===== src/rtl/assert_macros.svh =====
// Assertion helpers for the RTL, included by pbm_back.
`ifndef ASSERT_MACROS_SVH
`define ASSERT_MACROS_SVH

`ifndef SYNTH
`define PBM_ASSERT(lbl, clk, rstn, prop) \
	lbl: assert property (@(posedge clk) disable iff (!rstn) prop) \
		else $error("assertion failed");
`define PBM_ASSERT_NEVER(lbl, clk, rstn, cond) \
	lbl: assert property (@(posedge clk) disable iff (!rstn) !(cond)) \
		else $error("forbidden condition seen");
`else
`define PBM_ASSERT(lbl, clk, rstn, prop)
`define PBM_ASSERT_NEVER(lbl, clk, rstn, cond)
`endif

`endif


===== src/rtl/pbm_pkg.sv =====
package pbm_pkg;

	localparam int PIXEL_W = 32;
	localparam int COLOR_W = 15;
	localparam int INDEX_W = 8;
	localparam int STATUS_W = 3;
	localparam int USED_W = 9;
	localparam logic [7:0] ALPHA_OPAQUE = 8'hFF;

	typedef enum logic [0:0] {
		KIND_ADD = 1'b0,
		KIND_MAP = 1'b1
	} kind_t;

	typedef enum logic [STATUS_W-1:0] {
		STAT_FOUND       = 3'd0,
		STAT_ADDED       = 3'd1,
		STAT_TRANSPARENT = 3'd2,
		STAT_NOT_FOUND   = 3'd3,
		STAT_FULL        = 3'd4
	} status_t;

	typedef enum logic [1:0] {
		S_IDLE,
		S_SCAN,
		S_DONE
	} state_t;

	// classified transaction handed from front to back
	typedef struct packed {
		logic               transp;
		kind_t              kind;
		logic [COLOR_W-1:0] color;
	} op_t;

endpackage


===== src/rtl/pbm_front.sv =====
module pbm_front (
	input  logic                   clk,
	input  logic                   arst_n,
	input  logic                   in_valid,
	output logic                   in_stall,
	input  logic                   kind,
	input  logic [pbm_pkg::PIXEL_W-1:0] pixel,
	output logic                   q_valid,
	output pbm_pkg::op_t           q_entry,
	input  logic                   q_pop
);
	import pbm_pkg::*;

	op_t        buf_q [2];
	logic       wr_ptr_q;
	logic       rd_ptr_q;
	logic [1:0] cnt_q;
	logic       push;
	op_t        op_in;

	// RGB555 as r<<10 | g<<5 | b, top five bits of each channel
	always_comb begin
		op_in.transp = (pixel[31:24] != ALPHA_OPAQUE);
		op_in.kind   = kind_t'(kind);
		op_in.color  = {pixel[23:19], pixel[15:11], pixel[7:3]};
	end

	assign in_stall = (cnt_q == 2'd2);
	assign push     = in_valid && !in_stall;
	assign q_valid  = (cnt_q != 2'd0);
	assign q_entry  = buf_q[rd_ptr_q];

	always_ff @(posedge clk) begin
		if (push) begin
			buf_q[wr_ptr_q] <= op_in;
		end
	end

	always_ff @(posedge clk or negedge arst_n) begin
		if (!arst_n) begin
			wr_ptr_q <= 1'b0;
			rd_ptr_q <= 1'b0;
			cnt_q    <= 2'd0;
		end else begin
			if (push) begin
				wr_ptr_q <= !wr_ptr_q;
			end
			if (q_pop) begin
				rd_ptr_q <= !rd_ptr_q;
			end
			cnt_q <= cnt_q + {1'b0, push} - {1'b0, q_pop};
		end
	end

endmodule


===== src/rtl/pbm_back.sv =====
`include "assert_macros.svh"

module pbm_back #(
	parameter int TABLE_ENTRIES = 256
) (
	input  logic                        clk,
	input  logic                        arst_n,
	input  logic                        q_valid,
	input  pbm_pkg::op_t                q_entry,
	output logic                        q_pop,
	output logic                        out_valid,
	input  logic                        out_stall,
	output logic [pbm_pkg::INDEX_W-1:0]  index,
	output logic [pbm_pkg::STATUS_W-1:0] status,
	output logic [pbm_pkg::USED_W-1:0]   used_entries
);
	import pbm_pkg::*;

	localparam int IW = $clog2(TABLE_ENTRIES);
	localparam int CW = $clog2(TABLE_ENTRIES + 1);

	logic [COLOR_W-1:0] mem [TABLE_ENTRIES];

	state_t             state_q, state_d;
	op_t                op_q;
	logic [CW-1:0]      count_q;
	logic [IW-1:0]      rd_idx_q;
	logic               rd_vld_s1;
	logic [IW-1:0]      idx_s1;
	logic [COLOR_W-1:0] rd_data_s1;
	logic               hit_q;
	logic [IW-1:0]      hit_idx_q;

	logic               out_valid_q;
	logic [INDEX_W-1:0] index_q;
	status_t            status_q;
	logic [USED_W-1:0]  used_q;

	logic               start;
	logic               match;
	logic               last;
	logic               finish;
	logic               issue;
	logic               ld_out;
	logic               wr_en;
	logic [IW-1:0]      res_idx;
	status_t            res_status;
	logic [CW-1:0]      count_nxt;

	assign match  = rd_vld_s1 && (rd_data_s1 == op_q.color);
	assign last   = rd_vld_s1 && (CW'(idx_s1) == count_q - CW'(1));
	assign finish = match || last;

	// next state
	always_comb begin
		state_d = state_q;
		unique case (state_q)
			S_IDLE: begin
				if (q_valid) begin
					if (q_entry.transp || count_q == CW'(1)) begin
						state_d = S_DONE;
					end else begin
						state_d = S_SCAN;
					end
				end
			end
			S_SCAN: begin
				if (finish) begin
					state_d = S_DONE;
				end
			end
			S_DONE: begin
				if (!out_valid_q || !out_stall) begin
					state_d = S_IDLE;
				end
			end
			default: state_d = S_IDLE;
		endcase
	end

	// outputs and result decision
	always_comb begin
		start      = 1'b0;
		issue      = 1'b0;
		ld_out     = 1'b0;
		wr_en      = 1'b0;
		res_idx    = '0;
		res_status = STAT_NOT_FOUND;
		count_nxt  = count_q;
		unique case (state_q)
			S_IDLE: begin
				start = q_valid;
			end
			S_SCAN: begin
				issue = !finish && (CW'(rd_idx_q) < count_q);
			end
			S_DONE: begin
				ld_out = !out_valid_q || !out_stall;
			end
			default: begin
			end
		endcase

		if (op_q.transp) begin
			res_status = STAT_TRANSPARENT;
		end else if (hit_q) begin
			res_idx    = hit_idx_q;
			res_status = STAT_FOUND;
		end else if (op_q.kind == KIND_ADD) begin
			if (count_q == CW'(TABLE_ENTRIES)) begin
				res_status = STAT_FULL;
			end else begin
				res_idx    = count_q[IW-1:0];
				res_status = STAT_ADDED;
				wr_en      = ld_out;
				count_nxt  = count_q + CW'(1);
			end
		end else if (op_q.color == '0 && count_q < CW'(TABLE_ENTRIES)) begin
			// unfilled entries are treated as holding zero
			res_idx    = count_q[IW-1:0];
			res_status = STAT_FOUND;
		end
	end

	assign q_pop = start;

	always_ff @(posedge clk) begin
		if (wr_en) begin
			mem[count_q[IW-1:0]] <= op_q.color;
		end
		rd_data_s1 <= mem[rd_idx_q];
	end

	always_ff @(posedge clk) begin
		if (start) begin
			op_q <= q_entry;
		end
		idx_s1 <= rd_idx_q;
		if (state_q == S_SCAN && finish) begin
			hit_idx_q <= idx_s1;
		end
		if (ld_out) begin
			index_q  <= INDEX_W'(res_idx);
			status_q <= res_status;
			used_q   <= USED_W'(count_nxt);
		end
	end

	always_ff @(posedge clk or negedge arst_n) begin
		if (!arst_n) begin
			state_q     <= S_IDLE;
			count_q     <= CW'(1);
			rd_idx_q    <= '0;
			rd_vld_s1   <= 1'b0;
			hit_q       <= 1'b0;
			out_valid_q <= 1'b0;
		end else begin
			state_q   <= state_d;
			rd_vld_s1 <= issue;
			if (start) begin
				rd_idx_q <= IW'(1);
				hit_q    <= 1'b0;
			end else if (issue) begin
				rd_idx_q <= rd_idx_q + IW'(1);
			end
			if (state_q == S_SCAN && finish) begin
				hit_q <= match;
			end
			if (ld_out) begin
				count_q     <= count_nxt;
				out_valid_q <= 1'b1;
			end else if (!out_stall) begin
				out_valid_q <= 1'b0;
			end
		end
	end

	assign out_valid    = out_valid_q;
	assign index        = index_q;
	assign status       = status_q;
	assign used_entries = used_q;

	`PBM_ASSERT(a_count_range, clk, arst_n, (count_q != '0) && (count_q <= CW'(TABLE_ENTRIES)))
	`PBM_ASSERT(a_read_in_filled, clk, arst_n, rd_vld_s1 |-> (idx_s1 != '0) && (CW'(idx_s1) < count_q))
	`PBM_ASSERT(a_count_on_add, clk, arst_n, (ld_out && res_status == STAT_ADDED) |=> count_q == $past(count_q) + CW'(1))
	`PBM_ASSERT(a_count_hold, clk, arst_n, !(ld_out && res_status == STAT_ADDED) |=> count_q == $past(count_q))
	`PBM_ASSERT_NEVER(a_write_outside_done, clk, arst_n, wr_en && state_q != S_DONE)

endmodule


===== src/rtl/palette_build_and_map.sv =====
// Flow: a transparent pixel or an empty table goes straight to the result; otherwise
//   the scan reads one palette entry per cycle until a match or the last filled entry.
// The scan runs over the single palette memory read port, and a new transaction is
//   taken only once the previous result has been loaded; a two-entry queue decouples input.
// Reset: entry count returns to 1, queue and output empty; palette memory is not
//   cleared, only filled entries are ever read.
module palette_build_and_map #(
	parameter int TABLE_ENTRIES = 256
) (
	input  logic                         clk,
	input  logic                         arst_n,
	input  logic                         in_valid,
	output logic                         in_stall,
	input  logic                         kind,
	input  logic [pbm_pkg::PIXEL_W-1:0]  pixel,
	output logic                         out_valid,
	input  logic                         out_stall,
	output logic [pbm_pkg::INDEX_W-1:0]  index,
	output logic [pbm_pkg::STATUS_W-1:0] status,
	output logic [pbm_pkg::USED_W-1:0]   used_entries
);
	import pbm_pkg::*;

	logic q_valid;
	op_t  q_entry;
	logic q_pop;

	pbm_front u_front (
		.clk      (clk),
		.arst_n   (arst_n),
		.in_valid (in_valid),
		.in_stall (in_stall),
		.kind     (kind),
		.pixel    (pixel),
		.q_valid  (q_valid),
		.q_entry  (q_entry),
		.q_pop    (q_pop)
	);

	pbm_back #(
		.TABLE_ENTRIES (TABLE_ENTRIES)
	) u_back (
		.clk          (clk),
		.arst_n       (arst_n),
		.q_valid      (q_valid),
		.q_entry      (q_entry),
		.q_pop        (q_pop),
		.out_valid    (out_valid),
		.out_stall    (out_stall),
		.index        (index),
		.status       (status),
		.used_entries (used_entries)
	);

endmodule


===== config.mk =====
export PLATFORM = sky130hd
export DESIGN_NAME = palette_build_and_map
export DESIGN_NICKNAME = d
export VERILOG_FILES = /design/src/rtl/pbm_pkg.sv /design/src/rtl/pbm_front.sv /design/src/rtl/pbm_back.sv /design/src/rtl/palette_build_and_map.sv
export VERILOG_INCLUDE_DIRS = /design/src /design/src/rtl
export SDC_FILE = /design/constraint.sdc
export NUM_CORES = 2
export LEC_CHECK = 0
export ABC_AREA = 1
export BUFFER_PORTS_ARGS = -buffer_cell sky130_fd_sc_hd__buf_2
export CAP_MARGIN = 20
export CORE_MARGIN = 2
export CORE_UTILIZATION = 40
export CTS_CLUSTER_DIAMETER = 150
export DETAILED_ROUTE_END_ITERATION = 7
export PLACE_DENSITY = 0.52
export REMOVE_ABC_BUFFERS = 1
export SKIP_LAST_GASP = 1
export SYNTH_ARGS = -nofsm -noshare
export SYNTH_HDL_FRONTEND = slang
export SYNTH_HIERARCHICAL = 1
export SYNTH_SLANG_ARGS = --single-unit

===== constraint.sdc =====
create_clock -name clk -period 11.9 [get_ports clk]
set_clock_uncertainty 0.05 [all_clocks]
set_input_delay 1.19 -clock clk [delete_from_list [all_inputs] [get_ports clk]]
set_output_delay 1.19 -clock clk [all_outputs]
set_load 0.005 [all_outputs]

Word-level counts from Yosys, hierarchy flattened
Memories as Yosys holds them, arrays and structs flattened. A register that Yosys moved wholly into a read port is not among the register bits.
Cells that the tools add are included.
{"block": "classes", "n_addsub": 5, "magnitude_cmp": 2, "n_eq_ne": 12, "muxes": 34, "n_reduce_logical": 22}
{"operator": "$mux W8", "n": 6}
{"operator": "$mux W9", "n": 4}
{"operator": "$eq A15 B15 Y1", "n": 1}
{"operator": "$logic_not A15 Y1", "n": 1}
{"operator": "$mux W1", "n": 15}
{"operator": "$mux W2", "n": 6}
{"operator": "$add A9 B1 Y9 const B", "n": 1}
{"operator": "$eq A8 B9 Y1", "n": 1}
{"operator": "$eq A9 B1 Y1 const B", "n": 1}
{"operator": "$eq A9 B9 Y1 const B", "n": 1}
{"operator": "$lt A8 B9 Y1", "n": 1}
{"operator": "$lt A9 B9 Y1 const B", "n": 1}
{"operator": "$sub A9 B1 Y9 const B", "n": 1}
{"operator": "$add A8 B1 Y8 const B", "n": 1}
{"operator": "$ne A2 B1 Y1 const B", "n": 4}
{"operator": "$ne A8 B8 Y1 const B", "n": 1}
{"operator": "$logic_and A1 B1 Y1", "n": 6}
{"operator": "$logic_not A1 Y1", "n": 6}
{"operator": "$mux W3", "n": 2}
{"operator": "$pmux W2 S3", "n": 1}
{"operator": "$reduce_bool A2 Y1", "n": 3}
{"operator": "$eq A2 B2 Y1 const B", "n": 2}
{"operator": "$logic_or A1 B1 Y1", "n": 3}
{"operator": "$reduce_and A3 Y1", "n": 1}
{"operator": "other kinds (5)", "n": 5}
{"block": "totals", "reg_bits": 79, "ramBits": 3874, "inputBits": 37, "out_inout_bits": 22, "word_cells": 95, "mem_count": 2}
{"memory": "u_back.mem", "depth": 256, "width": 15, "read_ports": 1, "rd_ports_with_merged_regs": 1, "write_ports": 1, "line_no": "pbm_back.sv:22", "rtl": "logic [COLOR_W-1:0] mem [TABLE_ENTRIES];"}
{"memory": "u_front.buf_q", "depth": 2, "width": 17, "read_ports": 1, "rd_ports_with_merged_regs": 0, "write_ports": 1, "line_no": "pbm_front.sv:14", "rtl": "op_t buf_q [2];"}

Logic depth before layout (Yosys ltp)
{"block": "depth", "ltp_word": 9, "mapped_depth": 19, "depth_no_buf": 15}

Modules after synthesis
Netlist, hierarchy kept.
{"mod": "pbm_back", "n_inst": 1, "cells_per_inst": 14724, "area_each_um2": 163000.1, "seq_area_each_um2": 117674.1}
{"mod": "pbm_front", "n_inst": 1, "cells_per_inst": 124, "area_each_um2": 1586.5, "seq_area_each_um2": 1121.1}

Worst setup path after synthesis
No wires, ideal clock.
{"block": "synth_path", "path_kind": "register -> register", "start": "reg u_back/op_q[14] (netlist name)", "end": "reg u_back.rd_idx_q[4]", "setup_ns": 0.066, "arrival_time_ns": 4.629, "required_ns": 11.784, "slack_ns": 7.154, "stages_incl_launch_ff": 10, "path_buffers": 0, "period_less_slack_ns": 4.746, "cell_sequence": "edfxtp_1 > inv_1 > or2_2 > nand4_1 > nor2_1 > nand3_1 > nand4_2 > nand2_2 > nand2_1 > nand2_1"}
{"block": "synth_between", "elab_chain_cells": 7}
{"element": "start, declared", "line_no": "pbm_back.sv:25", "rtl": "op_t op_q;"}
{"element": "start signal, assigned", "line_no": "pbm_back.sv:136", "rtl": "op_q <= q_entry;"}
{"element": "$eq A15 B15 Y1", "line_no": "pbm_back.sv:50", "rtl": "assign match = rd_vld_s1 && (rd_data_s1 == op_q.color);"}
{"element": "$logic_and A1 B1 Y1", "line_no": "pbm_back.sv:50"}
{"element": "$logic_or A1 B1 Y1", "line_no": "pbm_back.sv:52", "rtl": "assign finish = match || last;"}
{"element": "$logic_not A1 Y1", "line_no": "pbm_back.sv:95", "rtl": "issue = !finish && (CW'(rd_idx_q) < count_q);"}
{"element": "$logic_and A1 B1 Y1", "line_no": "pbm_back.sv:95"}
{"element": "$mux W1", "line_no": "pbm_back.sv:90", "rtl": "unique case (state_q)"}
{"element": "$reduce_bool A2 Y1 (no line)"}
{"element": "end signal, assigned", "line_no": "pbm_back.sv:164", "rtl": "rd_idx_q <= rd_idx_q + IW'(1);"}
{"element": "end, declared", "line_no": "pbm_back.sv:27", "rtl": "logic [IW-1:0] rd_idx_q;"}
Every way passes these cells.
A chain may end at the register's enable or synchronous reset.

==> flow_summary_export.csv <==
group,metric,value,unit
clock_network,clkTransAtPathRegs,60,ps
clock_network,post_cts_buffers,0,
worst_hold_path,hold_path_class,"primary input to async pin",
power,p_leak,67.9,nW
setup_path,crit_type,"flip-flop to flip-flop",
clock_network,holdBufCountCts,0,
layout,drive_gt1_share,7.61,%
timing,fmax,0.189,GHz
place,place_congestion,0.858,
clock_network,clock-root-buffer,"clkbuf_16",
setup_path,critPathMaxStageDelay,790,ps
clock_network,clk_latency,980,ps
setup_path,crit_path_frequent_cell,"nand2_1",
drt,route.detailed.wl_per_inst,24.2,µm
die,die_y,645,µm
drt,wl_met3,35700,µm
clock_network,clock_path_buffers,4,
setup_path,r2r_end,"u_back/rd_data_s1[4]$_DFF_P_",
global_route,grt_pass1_wl,715000,µm
setup_path,critical_path.slowest_cell,"dfrtp_4",
logic_synthesis,yosysMostFrequentCell,"nand2_1",
timing,timing.final.max_slew_violations,32,
setup_path,crit_cells,12,
power,ir_drop,0.202,mV
run_status,violations,"max-slew violations",
drt,via_per_inst,5.24,
drt,drt_iter0_markers,12500,
flow_run,maxCapViolCount,0,
drt,met1_length,222000,µm
clock_network,post_cts_resized,0,
logic_synthesis,yosysSeqAreaShare,72.2,%
die,rows,235,
run_status,status,"complete, but fails checks",
setup_path,end_kind,"flip-flop",
setup_path,path_delay_family,"buffers and inverters",
setup_path,cp.arrival,6160,ps
setup_path,critPathBufInv,4,
power,p_per_area,229,nW/µm²
setup_path,worstSetupEndpoint,"u_back/rd_data_s1[4]$_DFF_P_",
logic_synthesis,syn_inst,14800,
setup_path,r2r-start,"u_back/rd_idx_q[2]$_DFFE_PN0P_",
layout,syn_to_final_growth,12.0,%
clock_network,clock-sinks,3968,
place,dp_hpwl,272000,µm
layout,nets,14900,
drt,drc_errors,0,
global_route,grt.overflow.total,0,
clock_network,cts_tree,"yes",
drt,vias,108000,
timing,finalCriticalPeriod,5290,ps
logic_synthesis,synth_top_area_cell,"edfxtp_1",
die,initial_utilization,40.2,%
logic_synthesis,synthDominantCellAreaShare,71.5,%
timing,finalSetupViolations,0,
setup_path,crit_start,"u_back/rd_idx_q[2]$_DFFE_PN0P_",
die,core,410000,µm²
logic_synthesis,ys_seq_elements,3968,
clock_network,ctsHtreeMaxLevel,5,
place,io_buffers,49,
logic_synthesis,yosys-top-cells-area,"edfxtp_1 72%, nand2_1 9.4%, nor2_1 5.0%",
drt,ant_nets,0,
setup_path,worst_ep_required_time,12770,ps
global_route,grt_pass1_vias,99000,
clock_network,cts_buffers,419,
timing,min_period_over_period,44.4,%
die,die_x,645,µm
logic_synthesis,ys_top_cells_by_count,"4120 x nand2_1, 3919 x edfxtp_1, 2174 x nor2_1",
timing,slew_headroom,-3.81,%
setup_path,worst_setup_path_start_kind,"flip-flop",
logic_synthesis,synth_edf_count,3919,
drt,wirelength,500000,µm
logic_synthesis,avgSynthCellArea,11.1,µm²
power,power,0.0422,W
setup_path,rr_worst_depth,12,
timing,worstMarginPinSlew,1560,ps
timing,final_hold_viol_count,0,
global_route,antenna_found_initial,28,
setup_path,crit_fanout,64,
global_route,grt_max_degree,197,
die,die_area,417000,µm²
logic_synthesis,yosys_warnings,6,
setup_path,crit_chain,"nand2_4 -> inv_8 -> buf_4 -> buf_4 -> nand2_1 -> nand2_1 -> inv_1 -> a21oi_1 -> nor2_1 -> nand2_1 -> nand3_1 -> nand2_1",
timing,setup_tns,0,ps
logic_synthesis,ys.flop_type,"edfxtp_1",
drt,firstDrtPassIters,5,
logic_synthesis,synth_cell_types,43,
timing,rsz0062_at_grt,"no",
logic_synthesis,synth-async-reset-ratio,0.655,%
drt,top_layer,"met4",
setup_path,rrSetupSlack,6610,ps
logic_synthesis,syn-cell-area,165000,µm²
global_route,grt_usage,23.4,%
die,ios,59,
drt,wl_met2,226000,µm
==> layer usage <==
| metal | GRT usage (%) | vias up |
|---|---|---|
| met2 | 36.1 | 3683 |
| met1 | 34.3 | 53800 |
| met4 | 7.19 | 0 |
| met3 | 3.15 | 715 |
| met5 | 0 | - |
| li1 | - | 50200 |
==> layout make-up <==
class	count	area (µm²)
inverters	920	3500
clock buffers	529	11100
repair buffers	448	3610
clock inverters	237	1930
flip-flops and latches	3968	119000
diodes	12	30.0
fillers	37500	225000
well taps	5451	6820
multi-input cells	9102	38600
==> flip-flops by register name (all words and copies together), names as in the netlist <==
name / flops
u_back/status: 3
u_front/wr_ptr_q: 1
u_back/rd_data_s1: 15
u_back/hit_idx_q: 8
u_back/out_valid: 1
u_back/hit_q: 1
u_back/count_q: 9
u_back/mem: 3840
u_front/buf_q: 34
u_front/rd_ptr_q: 1
u_back/rd_vld_s1: 1
u_front/cnt_q: 2
u_back/state_q: 2
u_back/rd_idx_q: 8
u_back/index: 8
u_back/used_entries: 9
u_back/idx_s1: 8
u_back/op_q: 17
==> cells by family (layout without fill, tap and decap cells) <==
family / count (synthesis) / in the layout / share of synthesized area (%)
other cells: 0 / 12 / 0
buf+inv: 1778 / 2134 / 4.48
xor+xnor: 20 / 20 / 0.106
compound gates: 1368 / 1368 / 4.41
simple gates: 7698 / 7698 / 18.7
fa+ha+maj: 16 / 16 / 0.122
flops: 3968 / 3968 / 72.2
==> placed cells by master (no fill, tap or decap), types with 12 or more instances in the layout <==
cell / synthesis / routed
buf_4: 33 / 365
clkbuf_1: 305 / 97
edfxtp_1: 3919 / 3919
clkbuf_16: 0 / 423
buf_2: 394 / 51
o21ai_0: 1007 / 1007
or2_2: 33 / 33
bufinv_16: 0 / 25
xor2_1: 16 / 16
nor2_1: 2174 / 2124
clkinv_1: 4 / 106
o21ai_2: 13 / 13
ha_1: 16 / 16
dfrtp_1: 25 / 19
o211ai_1: 132 / 132
nand2_1: 4120 / 4105
diode_2: 0 / 12
clkinv_2: 0 / 78
dfxtp_1: 23 / 23
nor2_2: 3 / 49
a21oi_1: 191 / 191
inv_1: 907 / 904
buf_12: 2 / 27
nand3_1: 1326 / 1326
==> power breakdown <==
group	leakage (nW)	internal, W	total [W]	switching, W
sequential	35.8	0.0176	0.0178	0.000211
clock	6.38	0.00711	0.0126	0.00550
combinational	25.7	0.00252	0.0118	0.00925
==> per-stage QoR <==
| stage | hold WS [ps] | setup slack [ps] | instance area (µm²) | std cells | util, % |
|---|---|---|---|---|---|
| detailed placement | 406 | 6720 | 171000 | 19900 | 41.8 |
| floorplan | 378 | -137260 | 161000 | 14000 | - |
| global placement | 396 | 6740 | 171000 | 19900 | 41.8 |
| global route | 273 | 6440 | 184000 | 20700 | 45.0 |
| CTS | 200 | 6700 | 184000 | 20700 | 45.0 |
| finish | 273 | 6610 | 184000 | 20700 | 45.0 |
==> worst min-delay path by stage <==
stage	start	to	slack, ps
global placement	u_back/idx_s1[5]$_DFF_P_	u_back/hit_idx_q[5]$_DFFE_PP_	400
global route	arst_n	u_front/cnt_q[1]$_DFF_PN0_	270
CTS	arst_n	u_front/cnt_q[1]$_DFF_PN0_	200
floorplan	u_back/idx_s1[5]$_DFF_P_	u_back/hit_idx_q[5]$_DFFE_PP_	380
detailed placement	u_back/idx_s1[6]$_DFF_P_	u_back/hit_idx_q[6]$_DFFE_PP_	410
finish	arst_n	u_front/wr_ptr_q$_DFFE_PN0P_	270
(Power assumes the default switching activity.)
